--- config.mk ---
export PLATFORM = sky130hd
export DESIGN_NAME = debounced_setpoint_adjuster_top_flat
export DESIGN_NICKNAME = d
export VERILOG_FILES = /design/src/dsa_pkg.sv /design/src/dsa_if.sv /design/src/debounced_setpoint_adjuster_top.sv /design/src/dsa_apb_regs.sv /design/src/dsa_debounce.sv /design/src/dsa_step.sv /design/src/flat_wrapper.sv
export SDC_FILE = /design/constraint.sdc
export NUM_CORES = 1
export LEC_CHECK = 0
export BUFFER_PORTS_ARGS = -buffer_cell sky130_fd_sc_hd__buf_4
export CORE_MARGIN = 10
export CORE_UTILIZATION = 61
export DETAILED_ROUTE_END_ITERATION = 12
export PLACE_DENSITY_LB_ADDON = 0.12
export SLEW_MARGIN = 40
export SYNTH_ARGS = -nofsm -noshare
export SYNTH_HDL_FRONTEND = slang
export SYNTH_SLANG_ARGS = --single-unit
--- constraint.sdc ---
create_clock -name clk -period 13.7 [get_ports clk]
set_input_delay 2.055 -clock clk [delete_from_list [all_inputs] [get_ports clk]]
set_output_delay 2.055 -clock clk [all_outputs]
set_load 0.02 [all_outputs]
--- src/dsa_pkg.sv ---
// Types and constants shared by the setpoint adjuster modules.
package dsa_pkg;

	localparam int unsigned VAL_W      = 10;
	localparam int unsigned APB_ADDR_W = 4;
	localparam int unsigned APB_DATA_W = 32;

	typedef logic [VAL_W-1:0]      dsa_val_t;
	typedef logic [1:0]            dsa_reg_idx_t;
	typedef logic [APB_DATA_W-1:0] dsa_apb_data_t;

	// Register indexes, each at byte address 4 * index.
	localparam dsa_reg_idx_t REG_DEBOUNCE_TICKS  = 2'd0;
	localparam dsa_reg_idx_t REG_SETPOINT_MIN    = 2'd1;
	localparam dsa_reg_idx_t REG_SETPOINT_MAX    = 2'd2;
	localparam dsa_reg_idx_t REG_ALARM_THRESHOLD = 2'd3;

	// Register values after reset.
	localparam dsa_val_t DEBOUNCE_TICKS_RST  = 10'd30;
	localparam dsa_val_t SETPOINT_MIN_RST    = 10'd0;
	localparam dsa_val_t SETPOINT_MAX_RST    = 10'd600;
	localparam dsa_val_t ALARM_THRESHOLD_RST = 10'd550;

	// Quiet-tick counters saturate here.
	localparam dsa_val_t QUIET_MAX = '1;

	typedef struct packed {
		dsa_val_t debounce_ticks;
		dsa_val_t setpoint_min;
		dsa_val_t setpoint_max;
		dsa_val_t alarm_threshold;
	} dsa_cfg_t;

	typedef struct packed {
		logic up_key_raw;
		logic down_key_raw;
		logic enc_a_edge;
		logic enc_a_level;
		logic enc_b_level;
	} dsa_tick_t;

endpackage

--- src/dsa_if.sv ---
// Valid/ready channel interfaces for tick items and setpoint results.
interface dsa_tick_if;
	logic valid;
	logic ready;
	logic up_key_raw;
	logic down_key_raw;
	logic enc_a_edge;
	logic enc_a_level;
	logic enc_b_level;

	modport source (
		output valid, up_key_raw, down_key_raw, enc_a_edge, enc_a_level, enc_b_level,
		input  ready
	);
	modport sink (
		input  valid, up_key_raw, down_key_raw, enc_a_edge, enc_a_level, enc_b_level,
		output ready
	);
endinterface

interface dsa_result_if;
	logic              valid;
	logic              ready;
	dsa_pkg::dsa_val_t setpoint_value;
	logic              alarm;

	modport source (
		output valid, setpoint_value, alarm,
		input  ready
	);
	modport sink (
		input  valid, setpoint_value, alarm,
		output ready
	);
endinterface

--- src/debounced_setpoint_adjuster_top.sv ---
// Top level of the debounced setpoint adjuster.
//
// Usage: every transfer on the tick channel is one 1 ms sample of the up and
// down keys (active low) and of the rotary encoder. Every tick gives exactly
// one transfer on the result channel with the new setpoint and the alarm flag.
// Registers (debounce length, setpoint range, alarm threshold) must be written
// over the APB port while no tick is in flight; the block does not enforce it.
// Timing: a tick is held in an input register; the encoder step, both
// debouncers and the clamped up/down steps are worked out from it and
// written to the result register once that register is free. One tick
// per cycle is taken when the receiver keeps up; the three chained clamp
// adders between the two registers set the clock.
// Reset clears both valid flags, sets the keys to released with zero quiet
// counts, the setpoint to zero and the registers to their defaults.
// When the receiver stalls, the result register holds its value and one more
// tick can still be taken into the input register; after that tick ready
// drops until the result is taken.
module debounced_setpoint_adjuster_top #(
	parameter int unsigned STEP_SIZE = 1
) (
	input  logic                           clk,
	input  logic                           arst_n,
	dsa_tick_if.sink                       tick,
	dsa_result_if.source                   result,
	input  logic                           psel,
	input  logic                           penable,
	input  logic                           pwrite,
	input  logic [dsa_pkg::APB_ADDR_W-1:0] paddr,
	input  dsa_pkg::dsa_apb_data_t         pwdata,
	output dsa_pkg::dsa_apb_data_t         prdata,
	output logic                           pready
);
	import dsa_pkg::*;

	dsa_cfg_t  cfg;
	dsa_tick_t tick_s1;
	logic      valid_s1;
	logic      valid_s2;
	dsa_val_t  setpoint_s2;
	logic      alarm_s2;
	dsa_val_t  setpoint_q;
	logic      advance;
	logic      tick_take;
	logic      enc_step;
	logic      up_press;
	logic      down_press;
	dsa_val_t  sp_enc;
	dsa_val_t  sp_up;
	dsa_val_t  sp_down;

	dsa_apb_regs u_regs (
		.clk     (clk),
		.arst_n  (arst_n),
		.psel    (psel),
		.penable (penable),
		.pwrite  (pwrite),
		.paddr   (paddr),
		.pwdata  (pwdata),
		.prdata  (prdata),
		.pready  (pready),
		.cfg     (cfg)
	);

	// Handshake: the input stage moves on when the result register is free.
	assign advance    = valid_s1 && (!valid_s2 || result.ready);
	assign tick.ready = !valid_s1 || advance;
	assign tick_take  = tick.valid && tick.ready;

	// Input register.
	always_ff @(posedge clk or negedge arst_n) begin
		if (!arst_n) begin
			valid_s1 <= 1'b0;
		end else if (tick_take) begin
			valid_s1 <= 1'b1;
		end else if (advance) begin
			valid_s1 <= 1'b0;
		end
	end

	always_ff @(posedge clk) begin
		if (tick_take) begin
			tick_s1.up_key_raw   <= tick.up_key_raw;
			tick_s1.down_key_raw <= tick.down_key_raw;
			tick_s1.enc_a_edge   <= tick.enc_a_edge;
			tick_s1.enc_a_level  <= tick.enc_a_level;
			tick_s1.enc_b_level  <= tick.enc_b_level;
		end
	end

	// Key debouncers; their state moves only when a tick is processed.
	dsa_debounce u_up_key (
		.clk            (clk),
		.arst_n         (arst_n),
		.en             (advance),
		.raw            (tick_s1.up_key_raw),
		.debounce_ticks (cfg.debounce_ticks),
		.press          (up_press)
	);

	dsa_debounce u_down_key (
		.clk            (clk),
		.arst_n         (arst_n),
		.en             (advance),
		.raw            (tick_s1.down_key_raw),
		.debounce_ticks (cfg.debounce_ticks),
		.press          (down_press)
	);

	// Encoder step on an A edge with A low; B gives the direction.
	assign enc_step = tick_s1.enc_a_edge && !tick_s1.enc_a_level;

	// Steps in tick order: encoder, up key, down key.
	dsa_step #(.StepSize(STEP_SIZE)) u_step_enc (
		.cur     (setpoint_q),
		.step_en (enc_step),
		.up      (tick_s1.enc_b_level),
		.lo      (cfg.setpoint_min),
		.hi      (cfg.setpoint_max),
		.nxt     (sp_enc)
	);

	dsa_step #(.StepSize(STEP_SIZE)) u_step_up (
		.cur     (sp_enc),
		.step_en (up_press),
		.up      (1'b1),
		.lo      (cfg.setpoint_min),
		.hi      (cfg.setpoint_max),
		.nxt     (sp_up)
	);

	dsa_step #(.StepSize(STEP_SIZE)) u_step_down (
		.cur     (sp_up),
		.step_en (down_press),
		.up      (1'b0),
		.lo      (cfg.setpoint_min),
		.hi      (cfg.setpoint_max),
		.nxt     (sp_down)
	);

	// Setpoint state.
	always_ff @(posedge clk or negedge arst_n) begin
		if (!arst_n) begin
			setpoint_q <= '0;
		end else if (advance) begin
			setpoint_q <= sp_down;
		end
	end

	// Result register.
	always_ff @(posedge clk or negedge arst_n) begin
		if (!arst_n) begin
			valid_s2 <= 1'b0;
		end else if (advance) begin
			valid_s2 <= 1'b1;
		end else if (result.ready) begin
			valid_s2 <= 1'b0;
		end
	end

	always_ff @(posedge clk) begin
		if (advance) begin
			setpoint_s2 <= sp_down;
			alarm_s2    <= sp_down > cfg.alarm_threshold;
		end
	end

	assign result.valid          = valid_s2;
	assign result.setpoint_value = setpoint_s2;
	assign result.alarm          = alarm_s2;

endmodule

--- src/dsa_apb_regs.sv ---
// APB configuration registers of the setpoint adjuster.
module dsa_apb_regs (
	input  logic                                clk,
	input  logic                                arst_n,
	input  logic                                psel,
	input  logic                                penable,
	input  logic                                pwrite,
	input  logic [dsa_pkg::APB_ADDR_W-1:0]      paddr,
	input  dsa_pkg::dsa_apb_data_t              pwdata,
	output dsa_pkg::dsa_apb_data_t              prdata,
	output logic                                pready,
	output dsa_pkg::dsa_cfg_t                   cfg
);
	import dsa_pkg::*;

	dsa_cfg_t     cfg_q;
	dsa_reg_idx_t reg_idx;
	logic         wr_en;
	dsa_val_t     rd_val;

	assign reg_idx = paddr[APB_ADDR_W-1:2];
	assign pready  = 1'b1;
	assign wr_en   = psel && penable && pwrite && pready;
	assign cfg     = cfg_q;

	// Register write on the access phase of an APB transfer.
	always_ff @(posedge clk or negedge arst_n) begin
		if (!arst_n) begin
			cfg_q.debounce_ticks  <= DEBOUNCE_TICKS_RST;
			cfg_q.setpoint_min    <= SETPOINT_MIN_RST;
			cfg_q.setpoint_max    <= SETPOINT_MAX_RST;
			cfg_q.alarm_threshold <= ALARM_THRESHOLD_RST;
		end else if (wr_en) begin
			unique case (reg_idx)
				REG_DEBOUNCE_TICKS:  cfg_q.debounce_ticks  <= pwdata[VAL_W-1:0];
				REG_SETPOINT_MIN:    cfg_q.setpoint_min    <= pwdata[VAL_W-1:0];
				REG_SETPOINT_MAX:    cfg_q.setpoint_max    <= pwdata[VAL_W-1:0];
				REG_ALARM_THRESHOLD: cfg_q.alarm_threshold <= pwdata[VAL_W-1:0];
				default:             cfg_q                 <= cfg_q;
			endcase
		end
	end

	// Read data mux.
	always_comb begin
		unique case (reg_idx)
			REG_DEBOUNCE_TICKS:  rd_val = cfg_q.debounce_ticks;
			REG_SETPOINT_MIN:    rd_val = cfg_q.setpoint_min;
			REG_SETPOINT_MAX:    rd_val = cfg_q.setpoint_max;
			REG_ALARM_THRESHOLD: rd_val = cfg_q.alarm_threshold;
			default:             rd_val = '0;
		endcase
	end

	assign prdata = {{(APB_DATA_W-VAL_W){1'b0}}, rd_val};

endmodule

--- src/dsa_debounce.sv ---
// Key debouncer: last raw level, stable level and a saturating quiet-tick count.
module dsa_debounce (
	input  logic              clk,
	input  logic              arst_n,
	input  logic              en,
	input  logic              raw,
	input  dsa_pkg::dsa_val_t debounce_ticks,
	output logic              press
);
	import dsa_pkg::*;

	logic     last_raw_q;
	logic     stable_q;
	dsa_val_t quiet_q;
	dsa_val_t quiet_d;
	logic     take_level;

	// A raw change restarts the count; otherwise it counts up and saturates.
	always_comb begin
		if (raw != last_raw_q) begin
			quiet_d = '0;
		end else if (quiet_q != QUIET_MAX) begin
			quiet_d = quiet_q + 1'b1;
		end else begin
			quiet_d = quiet_q;
		end
	end

	// The stable level follows once the raw level has been quiet long enough.
	assign take_level = (quiet_d >= debounce_ticks) && (raw != stable_q);
	assign press      = take_level && !raw;

	always_ff @(posedge clk or negedge arst_n) begin
		if (!arst_n) begin
			last_raw_q <= 1'b1;
			stable_q   <= 1'b1;
			quiet_q    <= '0;
		end else if (en) begin
			last_raw_q <= raw;
			quiet_q    <= quiet_d;
			if (take_level) begin
				stable_q <= raw;
			end
		end
	end

endmodule

--- src/dsa_step.sv ---
// One setpoint step of a fixed size, clamped to the configured range.
module dsa_step #(
	parameter int unsigned StepSize = 1
) (
	input  dsa_pkg::dsa_val_t cur,
	input  logic              step_en,
	input  logic              up,
	input  dsa_pkg::dsa_val_t lo,
	input  dsa_pkg::dsa_val_t hi,
	output dsa_pkg::dsa_val_t nxt
);
	import dsa_pkg::*;

	// Signed width that holds the full setpoint range plus or minus one step.
	localparam int unsigned SumW = $clog2((2 ** VAL_W) + StepSize) + 1;

	logic signed [SumW-1:0] cur_x;
	logic signed [SumW-1:0] step_x;
	logic signed [SumW-1:0] sum_x;
	logic signed [SumW-1:0] lo_x;
	logic signed [SumW-1:0] hi_x;

	assign cur_x  = signed'({{(SumW-VAL_W){1'b0}}, cur});
	assign lo_x   = signed'({{(SumW-VAL_W){1'b0}}, lo});
	assign hi_x   = signed'({{(SumW-VAL_W){1'b0}}, hi});
	assign step_x = signed'(SumW'(StepSize));
	assign sum_x  = up ? (cur_x + step_x) : (cur_x - step_x);

	// A step below the lower bound gets the lower bound, even when the range is inverted.
	always_comb begin
		priority if (!step_en) begin
			nxt = cur;
		end else if (sum_x < lo_x) begin
			nxt = lo;
		end else if (sum_x > hi_x) begin
			nxt = hi;
		end else begin
			nxt = sum_x[VAL_W-1:0];
		end
	end

endmodule

--- src/flat_wrapper.sv ---
// flat-port wrapper written by rule: the top's interface ports become plain ports
module debounced_setpoint_adjuster_top_flat import dsa_pkg::*;
#(
	parameter int unsigned STEP_SIZE = 1
)
  (clk, arst_n, psel, penable, pwrite, paddr, pwdata, prdata, pready, tick_valid, tick_up_key_raw, tick_down_key_raw, tick_enc_a_edge, tick_enc_a_level, tick_enc_b_level, tick_ready, result_valid, result_setpoint_value, result_alarm, result_ready);
  dsa_tick_if tick_i ();
  dsa_result_if result_i ();
  input  logic clk;
  input  logic arst_n;
  input  logic psel;
  input  logic penable;
  input  logic pwrite;
  input  logic [dsa_pkg::APB_ADDR_W-1:0] paddr;
  input  dsa_pkg::dsa_apb_data_t pwdata;
  output dsa_pkg::dsa_apb_data_t prdata;
  output logic pready;
  input wire logic [$bits(tick_i.valid)-1:0] tick_valid;
  input wire logic [$bits(tick_i.up_key_raw)-1:0] tick_up_key_raw;
  input wire logic [$bits(tick_i.down_key_raw)-1:0] tick_down_key_raw;
  input wire logic [$bits(tick_i.enc_a_edge)-1:0] tick_enc_a_edge;
  input wire logic [$bits(tick_i.enc_a_level)-1:0] tick_enc_a_level;
  input wire logic [$bits(tick_i.enc_b_level)-1:0] tick_enc_b_level;
  output wire logic [$bits(tick_i.ready)-1:0] tick_ready;
  output wire logic [$bits(result_i.valid)-1:0] result_valid;
  output wire logic [$bits(result_i.setpoint_value)-1:0] result_setpoint_value;
  output wire logic [$bits(result_i.alarm)-1:0] result_alarm;
  input wire logic [$bits(result_i.ready)-1:0] result_ready;
  assign tick_i.valid = tick_valid;
  assign tick_i.up_key_raw = tick_up_key_raw;
  assign tick_i.down_key_raw = tick_down_key_raw;
  assign tick_i.enc_a_edge = tick_enc_a_edge;
  assign tick_i.enc_a_level = tick_enc_a_level;
  assign tick_i.enc_b_level = tick_enc_b_level;
  assign tick_ready = tick_i.ready;
  assign result_valid = result_i.valid;
  assign result_setpoint_value = result_i.setpoint_value;
  assign result_alarm = result_i.alarm;
  assign result_i.ready = result_ready;
  debounced_setpoint_adjuster_top #(.STEP_SIZE(STEP_SIZE)) u_core (.clk(clk), .arst_n(arst_n), .tick(tick_i), .result(result_i), .psel(psel), .penable(penable), .pwrite(pwrite), .paddr(paddr), .pwdata(pwdata), .prdata(prdata), .pready(pready));
endmodule
# Word level (Yosys, flattened, before mapping)
# Cells that the tools add are included.
[op_classes]
n_addsub = 6
magnitude_cmp = 9
eq_ne = 9
n_mux = 19
reduce_logical = 25
[op_table]
columns = ["cell", "n"]
rows = [
  ["$mux 10", 13],
  ["$pmux 10 s4", 1],
  ["$gt 12x11->1", 2],
  ["$lt 12x11->1", 2],
  ["$add 10x1->11 const B", 2],
  ["$sub 10x1->11 const B", 2],
  ["$add 10x1->10 const B", 2],
  ["$ge 10x10->1", 2],
  ["$ne 10x10->1 const B", 2],
  ["$mux 12", 1],
  ["$reduce_and 2->1", 6],
  ["$gt 11x11->1", 1],
  ["$lt 11x11->1", 1],
  ["$gt 10x10->1", 1],
  ["$logic_and 1x1->1", 9],
  ["$logic_not 1->1", 5],
  ["$eq 2x2->1 const B", 2],
  ["$mux 1", 4],
  ["$ne 1x1->1", 4],
  ["$reduce_bool 2->1", 2],
  ["$eq 2x1->1 const B", 1],
  ["$logic_not 2->1", 1],
  ["$logic_or 1x1->1", 2],
]
[word_totals]
regBits = 92
input_bits = 48
out_inout_bits = 46
wordCells = 88

# Logic depth before layout (Yosys ltp)
[depth]
word_depth = 17
depth_mapped = 62
depth_no_buf = 61

# By module
# From an unflattened synthesis, not the netlist that was laid out.
[hier_totals]
hier_cells = 988
hier_area_um2 = 8824.7
[by_module_without_submodules]
columns = ["mod", "n_inst", "cells_per_inst", "area_per_inst_um2", "seq_area_each_um2"]
rows = [
  ["dsa_step (u_core.u_step_enc ...)", 2, 176, 1182.4, 0.0],
  ["dsa_debounce", 2, 130, 1043.5, 302.8],
  ["dsa_apb_regs", 1, 125, 2005.7, 1016.0],
  ["debounced_setpoint_adjuster_top", 1, 85, 1237.4, 780.7],
  ["dsa_step (u_core.u_step_down)", 1, 166, 1129.8, 0.0],
]

# Worst setup path before layout
# No wires, ideal clock.
[synth_timing]
kind = "reg-to-reg"
from = "reg u_core.setpoint_q[0]"
to = "reg u_core.alarm_s2 (netlist: u_core.result.alarm) (data pin)"
setup_ns = 0.257
t_arrival_ns = 10.855
required_ns = 13.443
setup_slack_ns = 2.587
path_stages_with_launch = 57
n_path_buf = 2
synth_period_minus_slack_ns = 11.113
cell_sequence = "dfrtp_1 inv_1 ha_1 or3b_1 or3_4 o21ai_0 xor2_1 ha_1 nand4_1 nor2_1 a2bb2oi_1 o21ai_0 a31o_2 o32a_1 inv_1 ha_1 o211ai_4 or3_1 [21 not listed] clkbuf_1 nor2_1 a21oi_1 nor3_1 nor3_1 ha_1 o21ai_0 nand2b_1 a21oi_1 nor2b_1 o21ai_0 nand2b_1 a21oi_1 nor2b_1 o21ai_0 nand2b_1 a21oi_1 nor2_1"
[synth_via]
elab_chain_cells = 17
word_cells_on_any_way = 21
cone_classes = "add/sub (4); order compare (7); mux (10)"
[synth_lines]
columns = ["item", "line_no", "text"]
rows = [
  ["start, declared", "debounced_setpoint_adjuster_top.sv:41", "dsa_val_t setpoint_q;"],
  ["start signal, assigned", "debounced_setpoint_adjuster_top.sv:145", "setpoint_q <= sp_down;"],
  ["$sub 10x1->11 or $add 10x1->11 (tied branches)", "dsa_step.sv:27", "assign sum_x = up ? (cur_x + step_x) : (cur_x - step_x);"],
  ["$mux 12", "dsa_step.sv:27", ""],
  ["$gt 12x11->1", "dsa_step.sv:35", "end else if (sum_x > hi_x) begin"],
  ["$mux 10", "dsa_step.sv:35", ""],
  ["$mux 10", "dsa_step.sv:33", "end else if (sum_x < lo_x) begin"],
  ["$mux 10 *", "dsa_step.sv:31", "priority if (!step_en) begin"],
  ["$add 10x1->11", "dsa_step.sv:27", ""],
  ["$gt 12x11->1", "dsa_step.sv:35", ""],
  ["[2 not listed]", "-", ""],
  ["$mux 10 *", "dsa_step.sv:31", ""],
  ["$sub 10x1->11", "dsa_step.sv:27", ""],
  ["$gt 11x11->1", "dsa_step.sv:35", ""],
  ["$mux 10", "dsa_step.sv:35", ""],
  ["$mux 10", "dsa_step.sv:33", ""],
  ["$mux 10 *", "dsa_step.sv:31", ""],
  ["net u_core.sp_down[2]", "debounced_setpoint_adjuster_top.sv:49", "dsa_val_t sp_down;"],
  ["$gt 10x10->1 *", "debounced_setpoint_adjuster_top.sv:163", "alarm_s2 <= sp_down > cfg.alarm_threshold;"],
  ["end signal, assigned", "debounced_setpoint_adjuster_top.sv:163", ""],
  ["end, declared", "debounced_setpoint_adjuster_top.sv:40", "logic alarm_s2;"],
]
# The timed path passes the listed nets; every way through them passes the cells marked *.
# A chain may end at the register's enable or synchronous reset.

# Worst setup path after layout
[layout_timing]
from = "reg u_core.setpoint_q[1]"
to = "reg u_core.alarm_s2 (netlist: u_core.result.alarm) (data pin)"
# Same word-level chain as after synthesis.

==> summary.txt <==
Final layout
  • P&R area growth vs syn: 8.129%
  • Fraction of final layout cells sized beyond drive strength 1: 0.1873
  • Antenna cell count: 0
  • Fin nets: approximately 1100
  • Util after Layout: 0.6682

Synth
  • Post-Synthesis Mean Instance Area: about 8.9 um^2
  • Total standard cell area after synthesis: 0.008512 mm^2
  • Number of register bits inferred by synthesis: 92
  • Distinct cell type count of the synthesized netlist: 96
  • List of most frequent post-synthesis cells: 121 x sky130_fd_sc_hd__nand2_1, 92 x sky130_fd_sc_hd__ha_1, 70 x sky130_fd_sc_hd__nor2_1
  • Ys flop type: sky130_fd_sc_hd__dfrtp_1
  • Cell with the most instances after synthesis: sky130_fd_sc_hd__nand2_1
  • Register area share after synthesis: 0.2822
  • Synth warnings: 0
  • Largest area contributor in the synthesized netlist: sky130_fd_sc_hd__dfrtp_1
  • Largest cells by area after synthesis: sky130_fd_sc_hd__dfrtp_1 18%, sky130_fd_sc_hd__ha_1 14%, sky130_fd_sc_hd__edfxtp_1 5.6%
  • Share of synthesized registers carrying an async set or reset: 0.8261
  • EDFF count, synth: 16
  • Yosys top cell area share: 0.1764
  • Gate Count Post-Synth: ~960

Worst setup path
  • Worst path slowest cell: sky130_fd_sc_hd__o41a_1
  • Register-to-register setup slack: 0.74 ns
  • Critical Path Fanout Max: 11
  • Element type at the critical path start: flop
  • End point of the critical path: u_core.result.alarm
  • Capturing element type of the critical path: flop
  • Arrival @ worst endpoint: around 13 ns
  • WP data required: 13.79 ns
  • WS Path Type: flop to flop
  • CP Launch Point: u_core.setpoint_q[1]
  • Reg2reg start: u_core.setpoint_q[1]
  • Largest stage delay, worst path: slightly below 0.6 ns
  • Crit Reg-Reg Endpoint: u_core.result.alarm
  • Number of cells on the worst reg-to-reg path: 56

Global routing
  • Global routing usage on met1: 0.3555
  • First-pass GRT wire length: between 30000 and 40000 um
  • Number of antenna violations at the first check in global routing: 0
  • Busiest layer in global routing: met2
  • Met3 track utilization from global routing: 0.06678
  • M2 GR Usage: 0.3715
  • Maximum number of pins on one net before global-route repair: between 70 and 80
  • Vias in the first global route: about 7000
  • Final global-route overflow total: 0
  • Global Route Usage Sum: 0.2526

Routing
  • Starting DRC count in detailed routing: just under 1000
  • Per-cell routed wire length: approximately 22 um
  • Post-route DRC: 0
  • Post-Route WL: 25280 um
  • Vias after detailed routing: about 7600
  • Remaining number of nets flagged by the antenna check after routing: 0
  • DR pass1 iterations: 7
  • Ratio of routed vias to standard cells: between 6 and 7

Power
  • Overall Power: 2.108 mW
  • Worst IR drop on VDD: about 0.00011 V
  • Leakage dissipation: between 4 and 5 nW
  • Power per cell area: about 230 mW/mm^2

Run status
  • Run status: complete, no violations

Worst hold path
  • Worst Min Path Start: u_core.u_down_key.last_raw_q
  • Tightest Hold Check Type: flop to flop

CTS
  • Clock root buffer: sky130_fd_sc_hd__clkbuf_16
  • Clock transition at the register clock pins on the worst setup and hold paths after CTS: roughly 0.060 ns
  • TritonCTS Buffers: 9
  • Clock tree from TritonCTS: built
  • Largest buffer count on any clock path: 2
  • Count of clock tree sinks: 92
  • Deepest level of the CTS H-tree: 3
  • Clock latency reported for the late side of the worst-skew pair: about 0.34 ns

Timing
  • Number of pins with negative max-slew slack in the final report: 0
  • Max Clock Skew: ~0.0069 ns
  • F_max: between 70 and 80 MHz
  • Worst hold margin: ~0.47 ns
  • Relative slew margins: 0.4796
  • Final setup vio count: 0
  • Final critical delay including setup and external delays: between 10 and 15 ns
  • Aggregate negative setup slack: 0 ns
  • Measured slew at the worst slew-check pin: 0.7780 ns
  • Final worst path period share: 0.9459
  • Hold violation total from the final report: 0

Floorplanning
  • Die height: between 100 and 150 um
  • Die area: about 0.019 mm^2
  • # rows: between 40 and 50
  • Die width: approximately 140 um
  • Floorplan Core Area: around 0.014 mm^2
  • I/O pin count: 94
  • Initial Util: 0.6180

Place
  • Count of buffers from port buffering: between 40 and 50
  • Final Wtd Congestion: roughly 1
  • Detailed placement HPWL: 19330 um

Flow run
  • Max-cap violations: 0
[metrics by stage]
stage	std cells	worst slack (ns)	area [um^2]
6_report	1173	0.7408	9204
4_1_cts	1170	0.6989	9165
3_3_place_gp	1154	0.7693	8890
2_1_floorplan	977	2.587	8591
5_1_grt	1173	-0.007203	9204
3_5_place_dp	1154	0.8428	8897
[registers in the layout (all words and copies together), names as in the netlist]
register,cells
u_core.result.valid,1
u_core.result.alarm,1
u_core.tick_s1,5
u_core.u_up_key.quiet_q,10
u_core.result.setpoint_value,10
u_core.u_regs.cfg,40
u_core.valid_s1,1
u_core.u_down_key.quiet_q,10
u_core.u_down_key.stable_q,1
u_core.u_up_key.last_raw_q,1
u_core.setpoint_q,10
u_core.u_down_key.last_raw_q,1
u_core.u_up_key.stable_q,1
[cell type report]
class,count,area (um^2)
Timing Repair Buffer,57,431.7
Inverter,52,195.2
Clock buffer,9,225.2
Tap cell,180,225.2
Sequential cell,92,2402
Fill cell,1188,4569
Multi-Input combinational cell,776,5682
Clock inverter,7,42.54
[where the power goes]
part           internal [mW]  total, mW  switching [mW]
sequential             0.353      0.440          0.0862
clock                  0.122      0.225           0.103
combinational          0.557       1.44           0.886
total                   1.03       2.11            1.08
[cells by family (layout without fill, tap and decap cells)]
logic type	after synthesis	in the layout	synth area share
simple gates	336	336	0.1964
compound gates	241	241	0.2082
buf+inv	109	125	0.06247
fa+ha+maj	92	92	0.1352
flops	92	92	0.2822
mux	51	51	0.08070
xor+xnor	33	33	0.03396
other cells	2	23	0.0008823
[layer usage]
metal	part of all wire	wire length (um)	vias to the layer above
met5	0	0	-
met4	0.026	669	0
met3	0.10	2556	61
met2	0.43	10860	409
met1	0.44	11190	3617
li1	-	-	3527
[how the worst min path moves through the flow]
stage / end / slack [ns] / cells after the start
after floorplan: u_core.u_down_key.last_raw_q / 0.45 / 2
after global placement: u_core.u_up_key.last_raw_q / 0.45 / 2
after detailed placement: u_core.u_down_key.last_raw_q / 0.46 / 2
after CTS: u_core.u_down_key.last_raw_q / 0.47 / 2
after global routing: u_core.u_down_key.last_raw_q / 0.48 / 2
final: u_core.u_down_key.last_raw_q / 0.47 / 2
[layout by cell type (no fill, tap or decap), types with 6 or more instances in the layout]
| cell type | n |
|---|---|
| sky130_fd_sc_hd__nand2_1 | 121 |
| sky130_fd_sc_hd__ha_1 | 92 |
| sky130_fd_sc_hd__nor2_1 | 70 |
| sky130_fd_sc_hd__dfrtp_1 | 60 |
| sky130_fd_sc_hd__buf_4 | 56 |
| sky130_fd_sc_hd__o21ai_0 | 55 |
| sky130_fd_sc_hd__inv_1 | 52 |
| sky130_fd_sc_hd__a21oi_1 | 37 |
| sky130_fd_sc_hd__mux2_2 | 33 |
| sky130_fd_sc_hd__conb_1 | 23 |
| sky130_fd_sc_hd__a21o_1 | 22 |
| sky130_fd_sc_hd__nand3_1 | 21 |
| sky130_fd_sc_hd__nor3_1 | 21 |
| sky130_fd_sc_hd__xnor2_1 | 19 |
| sky130_fd_sc_hd__edfxtp_1 | 16 |
| sky130_fd_sc_hd__dfstp_2 | 16 |
| sky130_fd_sc_hd__nand2b_1 | 15 |
| sky130_fd_sc_hd__nand4_1 | 14 |
| sky130_fd_sc_hd__xor2_1 | 14 |
| sky130_fd_sc_hd__nor2b_1 | 12 |
| sky130_fd_sc_hd__a31oi_1 | 11 |
| sky130_fd_sc_hd__a211oi_1 | 10 |
| sky130_fd_sc_hd__mux4_2 | 10 |
| sky130_fd_sc_hd__clkbuf_16 | 9 |
| sky130_fd_sc_hd__and2_1 | 8 |
| sky130_fd_sc_hd__or3_1 | 8 |
| sky130_fd_sc_hd__o21ai_1 | 8 |
| sky130_fd_sc_hd__o211ai_1 | 7 |
| sky130_fd_sc_hd__or2_2 | 7 |
| sky130_fd_sc_hd__o22ai_1 | 7 |
| sky130_fd_sc_hd__and3_1 | 7 |
| sky130_fd_sc_hd__mux2i_1 | 6 |
| sky130_fd_sc_hd__nor4_1 | 6 |
| sky130_fd_sc_hd__o21a_1 | 6 |
[critical path: cells and delay by family (launching register included)]
kind	cells	cell delay, ns
compound gates	24	5.65
simple gates	17	3.18
buf+inv	5	0.72
xor+xnor	2	0.65
fa+ha+maj	6	1.61
flops	1	0.45
mux	2	0.45
[repair_timing]
| action | CTS | global route |
|---|---|---|
| endpoints found under the setup margin | 0 | 1 |
| hold buffers | 0 | 0 |
| buffers inserted | 0 | 3 |
| gates resized for setup | 0 | 3 |
Note: power is estimated with default switching activity, not from simulation.
